===== config.mk =====
export PLATFORM = sky130hd
export DESIGN_NAME = mm4_merge
export DESIGN_NICKNAME = d
export VERILOG_FILES = /design/src/sv/mm4_pkg.sv /design/src/sv/mm4_merge.sv
export SDC_FILE = /design/constraint.sdc
export NUM_CORES = 1
export LEC_CHECK = 0
export BUFFER_PORTS_ARGS = -buffer_cell sky130_fd_sc_hd__buf_4
export CAP_MARGIN = 20
export CORE_MARGIN = 2
export CORE_UTILIZATION = 41
export CTS_CLUSTER_SIZE = 30
export DETAILED_ROUTE_END_ITERATION = 8
export GPL_TIMING_DRIVEN = 0
export PLACE_DENSITY_LB_ADDON = 0.12
export SKIP_CTS_REPAIR_TIMING = 1
export SLEW_MARGIN = 20
export SYNTH_ARGS = -nofsm -noshare
export SYNTH_HDL_FRONTEND = slang
export SYNTH_SLANG_ARGS = --single-unit

===== constraint.sdc =====
create_clock -name clock -period 2.7 [get_ports clock]
set_input_delay 0.27 -clock clock [delete_from_list [all_inputs] [get_ports clock]]
set_output_delay 0.27 -clock clock [all_outputs]
set_load 0.01 [all_outputs]

===== src/sv/mm4_pkg.sv =====
// ----------------------------------------------------------------------------
// mm4_pkg
// Types and constants shared by the 4x4 fixed point matrix multiplier.
// ----------------------------------------------------------------------------
package mm4_pkg;

   localparam int DIM        = 4;
   localparam int IDX_WIDTH  = $clog2(DIM);
   localparam int ROW_WIDTH  = $clog2(2 * DIM);
   localparam int DATA_WIDTH = 16;
   localparam int FRAC_BITS  = 8;
   localparam int PROD_WIDTH = 2 * DATA_WIDTH;
   localparam int ACC_WIDTH  = PROD_WIDTH + IDX_WIDTH;

   typedef logic signed [DATA_WIDTH-1:0] elem_type;
   typedef elem_type [DIM-1:0]           vec_type;
   typedef vec_type [DIM-1:0]            mat_type;

   typedef struct packed {
      logic     row_start;
      elem_type in_col0;
      elem_type in_col1;
      elem_type in_col2;
      elem_type in_col3;
   } req_type;

   typedef struct packed {
      elem_type             out_col0;
      elem_type             out_col1;
      elem_type             out_col2;
      elem_type             out_col3;
      logic [IDX_WIDTH-1:0] row_index;
      logic                 row_last;
      logic                 clipped;
   } rsp_type;

   // product row being issued to the lanes
   typedef struct packed {
      logic                 valid;
      logic [IDX_WIDTH-1:0] index;
   } tag_type;

   typedef struct packed {
      logic     clip;
      elem_type value;
   } lane_out_type;

endpackage


===== src/sv/mm4_merge.sv =====
// ----------------------------------------------------------------------------
// mm4_merge
// Aligns the row tag with the lanes and registers the merged result beat.
// ----------------------------------------------------------------------------
module mm4_merge (
   input  logic                  clock,
   input  logic                  reset,
   input  mm4_pkg::tag_type      issue,
   input  mm4_pkg::lane_out_type lane_res [mm4_pkg::DIM],
   output logic                  pending,
   output logic                  rsp_strobe,
   output mm4_pkg::rsp_type      rsp_data
);
   import mm4_pkg::*;

   tag_type tag1_ff, tag2_ff;
   logic    strobe_ff;
   rsp_type data_ff, data_in;

   always_comb begin
      data_in.out_col0  = lane_res[0].value;
      data_in.out_col1  = lane_res[1].value;
      data_in.out_col2  = lane_res[2].value;
      data_in.out_col3  = lane_res[3].value;
      data_in.row_index = tag2_ff.index;
      data_in.row_last  = (tag2_ff.index == IDX_WIDTH'(DIM - 1));
      data_in.clipped   = 1'b0;
      for (int c = 0; c < DIM; c++) begin
         data_in.clipped = data_in.clipped | lane_res[c].clip;
      end
   end

   always_ff @(posedge clock) begin
      if (reset) begin
         tag1_ff   <= '0;
         tag2_ff   <= '0;
         strobe_ff <= 1'b0;
      end else begin
         tag1_ff   <= issue;
         tag2_ff   <= tag1_ff;
         strobe_ff <= tag2_ff.valid;
      end
   end

   always_ff @(posedge clock) begin
      if (tag2_ff.valid) begin
         data_ff <= data_in;
      end
   end

   assign pending    = tag1_ff.valid | tag2_ff.valid;
   assign rsp_strobe = strobe_ff;
   assign rsp_data   = data_ff;

endmodule


# After elaboration in Yosys (flattened, before gate mapping)

Cells that the tools add are included.

Equal/unequal tests: 1
Bitwise operators: 4

Operator list:

| cell                                 | count |
|---|---|
| 1-bit OR                             | 4 |
| 2-bit == test, second input constant | 1 |

Register bits after elaboration: 75
Input bits: 73
Output and inout port bits: 70
Word-level logic and storage cells: 17

# Logic depth before layout (Yosys ltp)

Word-level depth: 3
Depth in mapped cells: 1
Mapped depth without buffers: 1

# Worst setup path after synthesis

No wires, ideal clock.

Kind: reg-to-output
From: reg tag2_ff[2] in the netlist's numbering
To: out pending
Arrival time: 2130 ps
Required time: 2430 ps
Slack: 300 ps
Cell stages (with the launch flop): 2
Path buffers: 0
Cells stage by stage: dfxtp_1 > or2_2

Longest elaborated chain between the ends: 1

Ends and longest elaborated chain:

| element                | RTL line        | text |
|---|---|---|
| start, declared        | mm4_merge.sv:16 | `tag_type tag1_ff, tag2_ff;` |
| start signal, assigned | mm4_merge.sv:40 | `tag2_ff <= tag1_ff;` |
| 1-bit OR               | mm4_merge.sv:51 | `assign pending = tag1_ff.valid \| tag2_ff.valid;` |
| end, declared          | mm4_merge.sv:10 | `output logic pending,` |

Every way passes these cells.

# Final worst setup path

Ends and elaborated chain as after synthesis.

==> results <==
- The run finished with clean final reports.
- In the routed design, unresolved DRC markers number 0.
- At the later pin of the worst-skew pair, clock insertion delay measures 0.33 ns.
- In the layout the commonest cells are 142 x sky130_fd_sc_hd__buf_4, 68 x sky130_fd_sc_hd__edfxtp_1, 10 x sky130_fd_sc_hd__clkbuf_8, 7 x sky130_fd_sc_hd__nor2b_1, 6 x sky130_fd_sc_hd__dfxtp_1.
- Overall power consumption after layout is estimated at 2.39 mW.
- The number of antenna violations at the first check in global routing is 0.
- Dividing the detail-routed wire length by the instance count gives 14.0 um.
- Global routing consumed, over all layers together, 14.7% of the routing resources.
- The placeable core region is 5200 sq um.
- The area share of the largest cell type after synthesis is 90.9%.
- The netlist area before placement is 2250 sq um.
- The number of nets in the layout is 312.
- The static leakage power is 1.52 nW.
- Timing would allow up to 0.692 GHz.
- Synthesis produced a netlist with a net count of 158.
- The worst hold path belongs to the class input pin to flip-flop.
- The number of maximum-capacitance constraint violations is 0.
- By area the synthesized netlist is led by sky130_fd_sc_hd__edfxtp_1 91%, sky130_fd_sc_hd__dfxtp_1 6.2%, sky130_fd_sc_hd__nor2b_1 1.9%.
- The number of placed instances, taps included, is 298.
- The share of the Yosys chip area taken by registers is 97.2%.
- TritonCTS built the clock tree.
- The final weighted congestion in routability-driven placement is 0.695.
- For the worst setup path, the data arrival time is 1.17 ns.
- The post-synthesis cell count is 85.
- The number of buffers inserted by port buffering is 142.
- Of the cells placed in the final design, the portion with a size suffix greater than 1 is 66.0%.
- The overall via count from detail_route is 1,381.
- STA classifies the critical path startpoint as a flip-flop.
- At the pin with the least slew margin, the transition time is 0.267 ns.
- The post-synthesis cell type with the largest combined area is sky130_fd_sc_hd__edfxtp_1.
- The global-route wire length before repair is 6530 um.
- The worst setup path is captured at an output port.
- The die is 78.0 um tall.
- From synthesis to final layout, the design area changed by 62.8%.
- The initial core utilization is 43.1%.
- TritonCTS created 9 clock buffers.
- The post-route antenna net violation count is 0.
- The worst pin sits at a relative slew slack of 82.2%.
- For this run, the detailed router's first-pass iteration total came to 4.
- The detailed router finished its first iteration with 58 violations.
- The max-slew violation total from the final report is 0.
- For the final database, setup skew stands at 0.00511 ns.
- Hold is met by 0.114 ns.
- The number of hold-slack violations in the final timing report was 0.
- The required time of the critical path is 2.43 ns.
- The area of the multi-input gates is 63.8 sq um.
- The register bit total from synthesis is 75.
- The horizontal die dimension is 78.0 um.
- The via count of the first global-routing pass is 1,445.
- The worst-case IR drop observed on VDD is 0.000435 V.
- The maximum fanout count along the critical path is 15.
- The area of all placed cells without fillers is 3660 sq um.
- The number of clock sinks seen by CTS is 75.
- Dividing the synthesized area by the synthesized cell count gives 26.4 sq um.
- The via-per-instance ratio is 4.40.
- The maximum number of buffers from clock root to sink is 2.
- The global route total overflow is 0.
- The post-route clock period utilization is 53.5%.
- Fill cells in the final layout number 368.
- The library cell used most frequently in the layout, excluding fill and tap cells, is sky130_fd_sc_hd__buf_4.
- The total die area is 6090 sq um.
- The maximum number of pins on one net before global-route repair is 57.
- After clock tree synthesis, the clock-pin slew on the worst setup and hold paths is 0.07 ns.
- The number of levels the H-tree was split into is 3.
- The final non-filler cell total is 314.
- The setup path with the least slack is of type flip-flop to output port.
- Setup violations remaining at the end of the flow were counted as 0.
- The sequential cell area is 2190 sq um.
- In this run the power density over the cells is 653 nW/um^2.
- Row generation in the floorplan step produced 26 rows.
- Summing all placed instances gives a cell area of 3430 sq um.
- Setup repair after global routing left no endpoint under its margin.
- Summed over all layers, the routed wires come to 4390 um.
- The number of different library cells in the post-synthesis netlist is 6.
- 143 I/O pins were placed.
- 0 antenna diodes ended up in the layout.
- The final critical delay including setup and external delays is 1.44 ns.
- Cells fill 70.3% of the core in the end.
- For this run, the number of Yosys warnings is 0.
- The tree is rooted in a sky130_fd_sc_hd__clkbuf_8.
worst max-delay path: stages (launching register included):
cell and delay [ns]:
sky130_fd_sc_hd__dfxtp_4 0.42, sky130_fd_sc_hd__or2_2 0.29, sky130_fd_sc_hd__buf_4 0.14
through the flow:
step	setup TNS, ns	setup WS [ns]
2_1_floorplan	0	0.300
3_3_place_gp	-0.199	-0.199
3_5_place_dp	0	1.55
4_1_cts	0	1.23
6_report	0	1.26
5_1_grt	0	1.20
final cells by class:
type | instances | share of cell area [%]
well taps | 70 | 2.39
flip-flops and latches | 75 | 59.8
multi-input cells | 10 | 1.74
repair buffers | 143 | 29.9
clock buffers | 10 | 3.76
clock inverters | 6 | 2.43
cell families after synthesis:
family        after synthesis  synth area share (%)
flops                      75                  97.2
simple gates               10                  2.84
where the power goes:
| group | internal (mW) | switching (mW) | total, mW |
|---|---|---|---|
| combinational | 0.103 | 0.0514 | 0.154 |
| clock | 0.545 | 0.373 | 0.918 |
| sequential | 1.30 | 0.0118 | 1.31 |
| total | 1.95 | 0.436 | 2.39 |
cell usage after synthesis:
master and instances:
sky130_fd_sc_hd__and2_1 1, sky130_fd_sc_hd__dfxtp_1 7, sky130_fd_sc_hd__edfxtp_1 68, sky130_fd_sc_hd__nor2b_1 7
sky130_fd_sc_hd__or2_2 1, sky130_fd_sc_hd__or4_1 1
path summary, 6_finish.rpt:
kind | from | to | slack [ns] | cells past startpoint
setup reg to reg | tag2_ff[2]$_SDFF_PP0_ | rsp_data[36]$_DFFE_PP_ | 1.59 | 1
setup / recovery | tag2_ff[2]$_SDFF_PP0_ | pending | 1.26 | 2
hold / removal | lane_res[11] | rsp_data[15]$_DFFE_PP_ | 0.11 | 1
hold reg to reg | data_in[3]$_SDFF_PP0_ | rsp_data[3]$_DFFE_PP_ | 0.43 | 0
sequential cells by signal, indices dropped and copies added, names as in the netlist:
name	count
tag2_ff	1
rsp_data	68
rsp_strobe	1
data_in	2
tag1_ff	3
per-layer routing:
layer / GRT usage [%] / wire [um]
met3: 7.24 / 574
met5: 0 / 0
met2: 25.4 / 2310
met4: 9.12 / 129
met1: 13.8 / 1370
No activity file was read; power rests on OpenSTA's default activity.
