File: src/sv/mm4_pkg.sv
// ----------------------------------------------------------------------------
// mm4_pkg
// Types and constants shared by the 4x4 fixed point matrix multiplier.
// ----------------------------------------------------------------------------
package mm4_pkg;

   localparam int DIM        = 4;
   localparam int IDX_WIDTH  = $clog2(DIM);
   localparam int ROW_WIDTH  = $clog2(2 * DIM);
   localparam int DATA_WIDTH = 16;
   localparam int FRAC_BITS  = 8;
   localparam int PROD_WIDTH = 2 * DATA_WIDTH;
   localparam int ACC_WIDTH  = PROD_WIDTH + IDX_WIDTH;

   typedef logic signed [DATA_WIDTH-1:0] elem_type;
   typedef elem_type [DIM-1:0]           vec_type;
   typedef vec_type [DIM-1:0]            mat_type;

   typedef struct packed {
      logic     row_start;
      elem_type in_col0;
      elem_type in_col1;
      elem_type in_col2;
      elem_type in_col3;
   } req_type;

   typedef struct packed {
      elem_type             out_col0;
      elem_type             out_col1;
      elem_type             out_col2;
      elem_type             out_col3;
      logic [IDX_WIDTH-1:0] row_index;
      logic                 row_last;
      logic                 clipped;
   } rsp_type;

   // product row being issued to the lanes
   typedef struct packed {
      logic                 valid;
      logic [IDX_WIDTH-1:0] index;
   } tag_type;

   typedef struct packed {
      logic     clip;
      elem_type value;
   } lane_out_type;

endpackage

File: src/sv/mm4_ctrl.sv
// ----------------------------------------------------------------------------
// mm4_ctrl
// Row loader, matrix storage and product row sequencer.
// ----------------------------------------------------------------------------
module mm4_ctrl (
   input  logic             clock,
   input  logic             reset,
   input  logic             accept,
   input  mm4_pkg::req_type req_data,
   output mm4_pkg::tag_type issue,
   output mm4_pkg::vec_type left_row,
   output mm4_pkg::mat_type right_rows
);
   import mm4_pkg::*;

   logic [ROW_WIDTH-1:0] rows_loaded_ff, rows_loaded_in;
   logic                 run_ff, run_in;
   logic [IDX_WIDTH-1:0] issue_row_ff, issue_row_in;
   mat_type              left_ff;
   mat_type              right_ff;
   logic [ROW_WIDTH-1:0] pos;
   logic                 last_row;
   vec_type              row_data;

   always_comb begin
      pos      = req_data.row_start ? '0 : rows_loaded_ff;
      last_row = (pos == ROW_WIDTH'(2 * DIM - 1));
      row_data = {req_data.in_col3, req_data.in_col2, req_data.in_col1, req_data.in_col0};

      rows_loaded_in = rows_loaded_ff;
      run_in         = run_ff;
      issue_row_in   = issue_row_ff;

      if (accept) begin
         rows_loaded_in = last_row ? '0 : pos + ROW_WIDTH'(1);
      end
      if (run_ff) begin
         issue_row_in = issue_row_ff + IDX_WIDTH'(1);
         if (issue_row_ff == IDX_WIDTH'(DIM - 1)) begin
            run_in = 1'b0;
         end
      end
      if (accept && last_row) begin
         run_in       = 1'b1;
         issue_row_in = '0;
      end
   end

   always_ff @(posedge clock) begin
      if (reset) begin
         rows_loaded_ff <= '0;
         run_ff         <= 1'b0;
         issue_row_ff   <= '0;
      end else begin
         rows_loaded_ff <= rows_loaded_in;
         run_ff         <= run_in;
         issue_row_ff   <= issue_row_in;
      end
   end

   always_ff @(posedge clock) begin
      if (accept) begin
         if (pos[ROW_WIDTH-1]) begin
            right_ff[pos[IDX_WIDTH-1:0]] <= row_data;
         end else begin
            left_ff[pos[IDX_WIDTH-1:0]] <= row_data;
         end
      end
   end

   assign issue.valid = run_ff;
   assign issue.index = issue_row_ff;
   assign left_row    = left_ff[issue_row_ff];
   assign right_rows  = right_ff;

endmodule

File: config.mk
export PLATFORM = sky130hd
export DESIGN_NAME = mm4_ctrl
export DESIGN_NICKNAME = d
export VERILOG_FILES = /design/src/sv/mm4_pkg.sv /design/src/sv/mm4_ctrl.sv
export SDC_FILE = /design/constraint.sdc
export NUM_CORES = 1
export LEC_CHECK = 0
export ABC_CLOCK_PERIOD_IN_PS = 27700
export BUFFER_PORTS_ARGS = -buffer_cell sky130_fd_sc_hd__buf_2
export CORE_MARGIN = 2
export CORE_UTILIZATION = 51
export DETAILED_ROUTE_END_ITERATION = 8
export PLACE_DENSITY = 0.75
export SYNTH_ARGS = -nofsm -noshare
export SYNTH_HDL_FRONTEND = slang
export SYNTH_SLANG_ARGS = --single-unit
File: constraint.sdc
create_clock -name clock -period 27.7 [get_ports clock]
set_input_delay 5.54 -clock clock [delete_from_list [all_inputs] [get_ports clock]]
set_output_delay 5.54 -clock clock [all_outputs]
set_load 0.02 [all_outputs]
# After elaboration in Yosys (flattened, before gate mapping)
# Cells that the tools add are included.
# word_totals
ff_bits	518
input_bits	68
output_inout_bits	323
elab_cells	59
# classes
add_sub_neg	2
order_cmp	3
n_eq_ne	2
mux	11
bitwise	1
n_reduce_logical	5
# op_table
cell	n
bitwise mux 256 bit	2
binary-select mux 64 bit (select 2 bit)	1
demux 64 bit (select 2 bit)	1
2-to-1 mux 64 bit	2
< comparator 2 x 3 -> 1 bit (second input constant)	2
2-to-1 mux 3 bit	2
AND reduction 2 bit	2
adder 3 x 1 -> 3 bit (second input constant)	1
== test 3 bit (second input constant)	1
2-to-1 mux 1 bit	3
adder 2 x 1 -> 2 bit (second input constant)	1
== test 2 bit (second input constant)	1
greater-or-equal comparator 2 x 1 -> 1 bit (second input constant)	1
logical AND 1 bit	2
OR reduction 2 bit	1
NOT 1 bit	1

# Longest topological paths before layout
# logic_depth
ltp_word	6
ltp_mapped	7
depth_no_buf	7

# Worst setup path before layout
# Ideal clock, no wire load.
# synth_path
kind	input-to-reg
start	in accept
end	reg right_ff (netlist bit right_rows[0]) (enable)
setup_ps	644
arrival_time_ps	11874
t_required_ps	27056
slack_ps	15182
stages	3
n_path_buf	1
path_cell_list	buf_2 nand2_1 nor4_1
# synth_between
elab_chain_len	1
# synth_lines
item	line	text
start, declared	mm4_ctrl.sv:8	input logic accept,
AND reduction 2 bit (no line)	n/a	
end signal, assigned by index	mm4_ctrl.sv:64	right_ff[pos[IDX_WIDTH-1:0]] <= row_data;
end, declared	mm4_ctrl.sv:20	mat_type right_ff;
# No other way between the ends.
# A chain may end at the register's enable or synchronous reset.

==> flow_metrics.py <==
metrics = {
    "status": {
        "run_status": "complete, no violations",
    },
    "synth": {
        "synth_cell_types": 23,
        "netlist.area_leader.share_pct": 89.0,
        "syn_area_per_cell_sq_um": 27.2,
        "synth_warnings": 0,
        "synth_area_leaders": "edfxtp_1 89%, mux4_2 8.3%, dfxtp_1 0.70%, buf_6 0.39%, buf_2 0.23%",
        "postSynthCellCount": 635,
        "synth_nets": 705,
        "ys_ff_latch": 518,
        "synth_top_area_cell": "edfxtp_1",
        "synth-edff-count": 512,
        "ys_seq_area_share_pct": 89.7,
        "synth_flop_cell": "edfxtp_1",
        "async_flop_share_pct": 0,
        "syn-cell-area_sq_um": 17300,
    },
    "cts": {
        "cts_buffers": 50,
        "cts_resized": 0,
        "htree_levels": 2,
        "cts_tree": "done",
        "cts.sinks": 518,
        "cts_setup_buffers": 0,
        "cts_buffer_depth": 3,
        "postCtsHoldBufs": 0,
        "root_buffer": "clkbuf_16",
        "clk_pin_slew_ns": 0.06,
        "clk-insertion-delay-late_ns": 0.54,
    },
    "critical_path": {
        "startpoint": "issue_row_ff[0]$_SDFFE_PP0P_",
        "start_kind": "flip-flop",
        "crit_fanout": 45,
        "cp.arrival_ns": 2.92,
        "crit_type": "reg2out",
        "worstPathRequired_ns": 22.16,
        "r2r_start": "rows_loaded_ff[0]$_SDFFE_PP0P_",
        "endpoint_kind": "primary output",
    },
    "global_routing": {
        "antenna_found_initial": 1,
        "grtUsageTotal_pct": 18.7,
        "grt_max_degree": 68,
        "grt_pass1_wl_mm": 50.1,
        "overflow": 0,
        "grt_pass1_vias": 8528,
    },
    "sta": {
        "drv_slew": 0,
        "fmax_ghz": 0.118,
        "slew_headroom_pct": 26.8,
        "setup_tns_ns": 0,
        "clock_skew_ns": 0.00817,
        "hold_ws_ns": 0.542,
        "period_share_pct": 30.5,
        "rsz0062_at_grt": "false",
        "worst_slew_pin_slew_ns": 1.10,
        "setup_viol": 0,
        "period_minus_slack_ns": 8.46,
        "hold_viol_final": 0,
    },
    "placement": {
        "hpwlAfterDp_mm": 18.9,
        "dp.cells": 1464,
        "gp_congestion": 0.717,
        "io_buffers": 390,
        "dpl_cell_area_sq_um": 19800,
    },
    "route": {
        "route.detailed.drc": 0,
        "first_iter_violations": 522,
        "totalWireLength_mm": 32.7,
        "detail_route.vias_per_cell": 5.20,
        "ant_nets": 0,
        "drtPass1Iterations": 4,
        "wl_per_cell_um": 21.0,
        "via_count": 8082,
    },
    "final_layout": {
        "final-seq-area_sq_um": 15500,
        "drive_above_1_share_pct": 48.9,
        "fin_area_sq_um": 21400,
        "fin_nets": 1138,
        "synthToLayoutAreaGrowth_pct": 23.8,
        "num-fill-cells": 2236,
        "final_common_cell": "edfxtp_1",
        "final_cells": 1555,
        "final_cell_mix": "512 x edfxtp_1, 390 x buf_2, 64 x mux4_2, 53 x clkbuf_16, 13 x clkbuf_1",
        "multiInputGateArea_sq_um": 1700,
        "antenna_cells": 0,
    },
    "floorplan": {
        "die_area_sq_um": 35400,
        "fp.coreArea_sq_um": 33400,
        "start_util_pct": 51.6,
        "rows": 67,
        "fp.dieW_um": 188,
        "top_level_ports": 391,
        "die-height_um": 188,
    },
    "power": {
        "power_density_nw_per_um2": 73.3,
        "power.leakage_nw": 7.48,
        "max-vdd-ir-drop_mv": 0.0788,
        "power_mw": 1.57,
    },
    "worst_hold_path": {
        "min_path_type": "reg2reg",
        "min_from": "run_ff$_SDFF_PP0_",
    },
    "job": {
        "drv_cap": 0,
    },
}
critical path, cell delays in order (launching register included):
cell and delay [ns]:
dfxtp_4 0.65, buf_4 0.79, mux4_2 0.63, buf_2 0.18
cell type report:
| cell class | instances | area share, % |
|---|---|---|
| Clock buffer | 66 | 6.43 |
| Clock inverter | 25 | 1.04 |
| Inverter | 1 | 0.0176 |
| Multi-Input combinational cell | 99 | 7.97 |
| Sequential cell | 518 | 72.5 |
| Tap cell | 448 | 2.62 |
| Timing Repair Buffer | 398 | 9.41 |
stage by stage:
step / setup slack [ns] / utilization, %
final: 19.24 / 63.9
after global routing: 19.00 / 63.9
after CTS: 19.13 / 63.9
after detailed placement: 19.72 / 59.1
after global placement: 19.77 / 59.1
after floorplan: 15.18 / -
sequential cells by signal, summed over array words and instances (netlist names):
name	cells
left_ff	256
run_ff	1
rows_loaded_ff	3
issue_row_ff	2
right_rows	256
path summary, 6_finish.rpt:
kind | end | slack, ns | cells after the start
hold / removal | run_ff$_SDFF_PP0_ | 0.54 | 2
hold reg to reg | run_ff$_SDFF_PP0_ | 0.54 | 2
setup / recovery | left_row[44] | 19.24 | 3
setup reg to reg | right_rows[245]$_DFFE_PP_ | 25.01 | 4
cells in the mapped netlist (3+ instances only):
cell	instances
nand2_1	5
buf_2	8
nor2_1	9
edfxtp_1	512
dfxtp_1	6
nor3_1	3
nand2b_1	4
buf_6	6
mux4_2	64
cells by family after synthesis:
family                   after synthesis  share of synthesized area [%]
adder cells (fa/ha/maj)                2                          0.145
AND/OR/NAND/NOR                       25                          0.710
AO/OA/AOI/OAI                          5                          0.188
flip-flops                           518                           89.7
buffers and inverters                 18                          0.732
XOR/XNOR                               1                         0.0507
multiplexers                          66                           8.46
routing by layer:
layer | up-vias | GRT usage, % | share of wire, %
met5 | - | 0 | 0.040
met3 | 60 | 4.98 | 7.7
li1 | 3545 | - | -
met2 | 346 | 32.2 | 51
met1 | 4129 | 23.4 | 38
met4 | 2 | 5.42 | 2.4
report_power, final:
part	internal (mW)	switching [mW]	total (mW)	leakage (nW)
clock	0.385	0.265	0.650	0.786
sequential	0.872	0.00241	0.875	4.70
combinational	0.0134	0.0290	0.0424	1.99
total	1.27	0.297	1.57	7.48
Power figures use the tool's default switching activity.
