<file path="src/sv/mm4_pkg.sv">
// ----------------------------------------------------------------------------
// mm4_pkg
// Types and constants shared by the 4x4 fixed point matrix multiplier.
// ----------------------------------------------------------------------------
package mm4_pkg;

   localparam int DIM        = 4;
   localparam int IDX_WIDTH  = $clog2(DIM);
   localparam int ROW_WIDTH  = $clog2(2 * DIM);
   localparam int DATA_WIDTH = 16;
   localparam int FRAC_BITS  = 8;
   localparam int PROD_WIDTH = 2 * DATA_WIDTH;
   localparam int ACC_WIDTH  = PROD_WIDTH + IDX_WIDTH;

   typedef logic signed [DATA_WIDTH-1:0] elem_type;
   typedef elem_type [DIM-1:0]           vec_type;
   typedef vec_type [DIM-1:0]            mat_type;

   typedef struct packed {
      logic     row_start;
      elem_type in_col0;
      elem_type in_col1;
      elem_type in_col2;
      elem_type in_col3;
   } req_type;

   typedef struct packed {
      elem_type             out_col0;
      elem_type             out_col1;
      elem_type             out_col2;
      elem_type             out_col3;
      logic [IDX_WIDTH-1:0] row_index;
      logic                 row_last;
      logic                 clipped;
   } rsp_type;

   // product row being issued to the lanes
   typedef struct packed {
      logic                 valid;
      logic [IDX_WIDTH-1:0] index;
   } tag_type;

   typedef struct packed {
      logic     clip;
      elem_type value;
   } lane_out_type;

endpackage

</file>
<file path="src/sv/mm4_lane.sv">
// ----------------------------------------------------------------------------
// mm4_lane
// One output column: four products, then sum, floor shift and saturation.
// ----------------------------------------------------------------------------
module mm4_lane (
   input  logic                  clock,
   input  mm4_pkg::vec_type      row_a,
   input  mm4_pkg::vec_type      col_b,
   output mm4_pkg::lane_out_type result
);
   import mm4_pkg::*;

   localparam logic signed [ACC_WIDTH-1:0] SAT_MAX = ACC_WIDTH'((1 << (DATA_WIDTH - 1)) - 1);
   localparam logic signed [ACC_WIDTH-1:0] SAT_MIN = -SAT_MAX - ACC_WIDTH'(1);

   logic signed [PROD_WIDTH-1:0] prod_ff [DIM];
   logic signed [ACC_WIDTH-1:0]  acc;
   logic signed [ACC_WIDTH-1:0]  shifted;
   lane_out_type                 result_in;
   lane_out_type                 result_ff;

   always_ff @(posedge clock) begin
      for (int k = 0; k < DIM; k++) begin
         prod_ff[k] <= $signed(row_a[k]) * $signed(col_b[k]);
      end
   end

   always_comb begin
      acc = '0;
      for (int k = 0; k < DIM; k++) begin
         acc = acc + ACC_WIDTH'(prod_ff[k]);
      end
      shifted = acc >>> FRAC_BITS;
      if (shifted > SAT_MAX) begin
         result_in.value = SAT_MAX[DATA_WIDTH-1:0];
         result_in.clip  = 1'b1;
      end else if (shifted < SAT_MIN) begin
         result_in.value = SAT_MIN[DATA_WIDTH-1:0];
         result_in.clip  = 1'b1;
      end else begin
         result_in.value = shifted[DATA_WIDTH-1:0];
         result_in.clip  = 1'b0;
      end
   end

   always_ff @(posedge clock) begin
      result_ff <= result_in;
   end

   assign result = result_ff;

endmodule

</file>
<file path="config.mk">
export PLATFORM = sky130hd
export DESIGN_NAME = mm4_lane
export DESIGN_NICKNAME = d
export VERILOG_FILES = /design/src/sv/mm4_pkg.sv /design/src/sv/mm4_lane.sv
export SDC_FILE = /design/constraint.sdc
export NUM_CORES = 2
export LEC_CHECK = 0
export BUFFER_PORTS_ARGS = -buffer_cell sky130_fd_sc_hd__buf_2
export CAP_MARGIN = 10
export CORE_MARGIN = 3
export CORE_UTILIZATION = 60
export CTS_BUF_LIST = sky130_fd_sc_hd__clkbuf_4 sky130_fd_sc_hd__clkbuf_8
export DETAILED_ROUTE_END_ITERATION = 7
export PLACE_DENSITY = 0.77
export SYNTH_ARGS = -nofsm -noshare
export SYNTH_HDL_FRONTEND = slang
export SYNTH_SLANG_ARGS = --single-unit
</file>
<file path="constraint.sdc">
create_clock -name clock -period 18.2 [get_ports clock]
set_input_delay 0.91 -clock clock [delete_from_list [all_inputs] [get_ports clock]]
set_output_delay 0.91 -clock clock [all_outputs]
set_load 0.05 [all_outputs]
</file>
After elaboration in Yosys (flattened, before gate mapping)
Memories as Yosys holds them, arrays and structs flattened.
Index checks and enable logic that the tools add are counted.
{"block": "totals", "register_bits": 17, "ram_bits": 128, "out_inout_bits": 17, "wordCells": 13, "memories": 1}
{"block": "op_classes", "n_addsub": 3, "multipliers": 4, "magnitude_cmp": 2, "muxes": 1}
{"memory": "prod_ff", "depth": 4, "width": 32, "rd": 4, "rd_ports_with_merged_regs": 0, "wr": 4, "line_no": "mm4_lane.sv:16", "text": "logic signed [PROD_WIDTH-1:0] prod_ff [DIM];"}
{"cell": "16-bit by 16-bit multiplier with 32-bit output", "count": 4}
{"cell": "33-bit by 32-bit adder with 34-bit output", "count": 1}
{"cell": "34-bit by 32-bit adder with 34-bit output", "count": 1}
{"cell": "32-bit by 32-bit adder with 33-bit output", "count": 1}
{"cell": "26-bit by 16-bit > comparator with 1-bit output (second input constant)", "count": 1}
{"cell": "26-bit by 16-bit < comparator with 1-bit output (second input constant)", "count": 1}
{"cell": "17-bit two-way mux", "count": 1}

Depth between registers and ports, before layout
{"block": "depth", "depth_word": 5, "depth_mapped": 26, "depth_no_buf": 25}

Least setup slack after synthesis
OpenSTA, ideal clock, no wires.
{"block": "synth_path", "path_type": "input port to flip-flop", "from": "input col_b[1] (netlist name)", "to": "memory prod_ff[0][28] (netlist name)", "setup_ns": 0.072, "arrival_time_ns": 6.702, "required_ns": 18.128, "path_slack_ns": 11.426, "path_stages": 23, "path_buffers": 1, "cell_sequence": "clkbuf_1 nand2_1 fa_1 fa_1 fa_1 inv_1 fa_1 fa_1 inv_1 fa_1 inv_1 ha_1 a21o_1 a21o_1 a21oi_1 nor2_1 a211oi_1 o221ai_1 o41ai_2 nor3_1 or3_1 a21oi_1 xnor2_1"}
{"item": "from (decl)", "line_no": "mm4_lane.sv:8", "text": "input mm4_pkg::vec_type col_b,"}
{"item": "to (decl)", "line_no": "mm4_lane.sv:16"}

==> run summary <==
### Clock network
- **number of buffers added by the clock tree synthesis step** 17
- **clock latency of the later-clocked register in the worst-skew pair** 0.48 ns
- **Post-CTS Setup Inserts** 0
- **Clock Root Buffer** sky130_fd_sc_hd__clkbuf_8
- **maximum root-to-sink buffer count** 2
- **register clock-pin slew on the reported worst setup and hold paths** 0.10 ns
- **number of hold buffers added after cts** 0
- **total of cells resized after clock tree synthesis** 0
- **CTS tree** done
- **number of H-tree branching levels** 4
- **Num Clock Sinks** 145

### Synthesis
- **mean cell area of the mapped netlist** 9.39 um^2
- **netlist area before placement** 0.0452 mm^2
- **number of distinct library cells after synthesis** 84
- **async set-reset flop share out of synthesis** 0%
- **sequential element share of the synthesized area** 6.42%
- **synthesized net count** 6416
- **number of enable-type register cells in the synthesized netlist** 0
- **synth warn** 0
- **dominant synthesized flop cell** sky130_fd_sc_hd__dfxtp_1
- **Gate Count Post-Synth** 4816
- **number of storage elements in the synthesis netlist** 145

### Placement
- **port buffer count** 145
- **Detail Placement HPWL** 88200 um
- **routability congestion estimate from global placement** 0.902

### Route
- **DRC violation count after routing** 0
- **detail-routed net length per standard cell** 17.7 um
- **total vias in the final route** 31600
- **remaining number of nets flagged by the antenna check after routing** 0
- **first-pass iteration count of the detailed router** 5
- **total wirelength of the detailed-routed design** 103000 um
- **DRC marker count from the first detailed-route iteration** 1898
- **via density per instance** 5.41

### Worst hold path
- **worst min-delay path class** in -> reg

### Final layout
- **leading cell type in the layout, fill and taps excluded** sky130_fd_sc_hd__inv_1
- **commonest non-fill, non-tap cells in the layout** sky130_fd_sc_hd__inv_1 (1270), sky130_fd_sc_hd__fa_1 (1112), sky130_fd_sc_hd__nand2_1 (523), sky130_fd_sc_hd__and2_1 (501), sky130_fd_sc_hd__ha_1 (359)
- **area added between synthesis and finish** 4.04%
- **Final Net Count** 6445
- **layout cell share with drive strength beyond 1** 4.43%

### Die
- **die area** 0.0787 mm^2
- **standard-cell rows** 100
- **vertical die dimension** 280 um
- **number of top-level pins** 146
- **area of the placeable core** 0.0746 mm^2
- **starting density of the core** 60.6%
- **Horiz. Die Dim** 280 um

### Timing
- **clk_skew** 0.0120 ns
- **unrepaired setup endpoints after global routing** false
- **maximum achievable frequency** 0.145 GHz
- **final worst path period share** 38.0%
- **number of endpoints with negative hold slack in the final report** 0
- **minimum period implied by the final worst setup slack** 6.91 ns
- **Sum Neg Setup Slack** 0 ns
- **Slew Limit Headroom** 38.6%
- **setup violators final** 0
- **actual slew at the worst max-slew pin** 0.922 ns
- **Slew Limit Fails** 0

### Critical path
- **arrival time worst endpoint** 7.32 ns
- **crit path kind** in -> reg
- **maximum net fanout on the critical path** 16
- **critical path required time** 18.61 ns
- **kind of start point of the critical path** input pin
- **crit path capture type** flop

### Status
- **outcome** completed

### Global routing
- **antenna violations before repair** 5
- **via count of the first global-routing pass** 34700
- **overall global routing resource usage** 28.2%
- **total congestion overflow** 0
- **largest net degree at the start of global routing** 17
- **wire length of the first global-routing pass** 175000 um

### Job
- **Max-Cap Viols** 0

[final cells by class]
cell class,instances,area (um^2)
clock buffer,17,234
fill,6180,27500
clock inverter,15,170
multi-input combinational,3265,37000
tap,969,1210
sequential,145,2900
antenna,3,7.51
inverter,1271,4770
timing repair buffer,145,726
[worst max-delay path, cell delays in order]
cell and delay [ns]:
sky130_fd_sc_hd__buf_2 0.29, sky130_fd_sc_hd__nand2_1 0.13, sky130_fd_sc_hd__fa_1 0.52, sky130_fd_sc_hd__fa_1 0.53
sky130_fd_sc_hd__fa_1 0.53, sky130_fd_sc_hd__inv_1 0.06, sky130_fd_sc_hd__fa_1 0.50, sky130_fd_sc_hd__fa_1 0.51
sky130_fd_sc_hd__inv_1 0.05, sky130_fd_sc_hd__fa_1 0.49, sky130_fd_sc_hd__inv_1 0.06, sky130_fd_sc_hd__ha_1 0.35
sky130_fd_sc_hd__a21o_1 0.19, sky130_fd_sc_hd__a21o_1 0.16, sky130_fd_sc_hd__a21oi_1 0.19, sky130_fd_sc_hd__nor2_1 0.07
sky130_fd_sc_hd__a211oi_1 0.31, sky130_fd_sc_hd__o221ai_1 0.23, sky130_fd_sc_hd__o41ai_2 0.45, sky130_fd_sc_hd__nor3_1 0.12
sky130_fd_sc_hd__or3_1 0.36, sky130_fd_sc_hd__a21oi_1 0.18, sky130_fd_sc_hd__xnor2_1 0.14
[final timing paths]
kind / from / end / slack [ns] / depth (start not counted)
hold reg to reg: prod_ff[2][0] / result[1] / 0.95 / 6
hold / removal: row_a[0] / prod_ff[0][0] / 0.88 / 2
setup / recovery: col_b[1] / prod_ff[0][28] / 11.29 / 23
setup reg to reg: prod_ff[0][24] / result[16] / 13.32 / 14
[state kept, by name (all words and copies together) (netlist names)]
register  count
prod_ff     128
result       17
[kinds of logic after synthesis]
family	Yosys count	synth area share [%]
and+or+nand+nor	1288	14.3
buffers and inverters	1406	11.7
AOI/OAI and AO/OA	338	5.13
DFF	145	6.42
adders and majority gates	1471	59.2
muxes	2	0.0554
xor gates and xnor gates	166	3.22
[per-layer routing]
layer / share of wire (%) / GRT usage, % / wire, um
met1: 40 / 37.3 / 41700
met2: 51 / 48.7 / 52700
met3: 5.3 / 3.53 / 5480
met4: 3.3 / 8.76 / 3390
met5: 0.013 / 0 / 13
[per-stage QoR]
step | std cells | setup WS, ns | cell area (um^2) | utilization (%) | hold WS (ns)
after floorplan | 4816 | 11.43 | 45200 | - | 0.788
after detailed placement | 5795 | 10.85 | 46600 | 62.5 | 0.900
after CTS | 5827 | 11.36 | 47000 | 63.1 | 0.839
final | 5830 | 11.29 | 47000 | 63.1 | 0.883
after global placement | 5795 | 11.03 | 46600 | 62.5 | 0.932
after global routing | 5828 | 10.95 | 47000 | 63.1 | 0.866
[cell usage after synthesis, types with 4 or more instances]
cell type / number / area share [%]
sky130_fd_sc_hd__nand3_1: 23 / 0.25
sky130_fd_sc_hd__a31oi_1: 9 / 0.12
sky130_fd_sc_hd__ha_1: 359 / 9.9
sky130_fd_sc_hd__a21oi_2: 5 / 0.097
sky130_fd_sc_hd__or2_2: 5 / 0.069
sky130_fd_sc_hd__o21ai_0: 42 / 0.47
sky130_fd_sc_hd__nand2b_1: 35 / 0.48
sky130_fd_sc_hd__dfxtp_1: 145 / 6.4
sky130_fd_sc_hd__o21a_1: 16 / 0.27
sky130_fd_sc_hd__or3_1: 8 / 0.11
sky130_fd_sc_hd__clkbuf_1: 132 / 1.1
sky130_fd_sc_hd__a21o_1: 68 / 1.1
sky130_fd_sc_hd__xnor2_1: 119 / 2.3
sky130_fd_sc_hd__nor2_1: 116 / 0.96
sky130_fd_sc_hd__a211oi_1: 14 / 0.23
sky130_fd_sc_hd__fa_1: 1112 / 49
sky130_fd_sc_hd__nor2b_1: 16 / 0.22
sky130_fd_sc_hd__a2111oi_0: 4 / 0.077
sky130_fd_sc_hd__xor2_1: 47 / 0.91
sky130_fd_sc_hd__and3_1: 6 / 0.083
sky130_fd_sc_hd__o21ai_1: 14 / 0.16
sky130_fd_sc_hd__and2_1: 501 / 6.9
sky130_fd_sc_hd__nand2_1: 523 / 4.3
sky130_fd_sc_hd__o21bai_1: 13 / 0.22
sky130_fd_sc_hd__inv_1: 1270 / 11
sky130_fd_sc_hd__nand4_1: 6 / 0.083
sky130_fd_sc_hd__nor3_1: 29 / 0.32
sky130_fd_sc_hd__a21oi_1: 100 / 1.1
sky130_fd_sc_hd__o31ai_1: 6 / 0.10
Power is not shown: default switching activity piles up to over one toggle a cycle in this logic, so the estimate is an artifact.
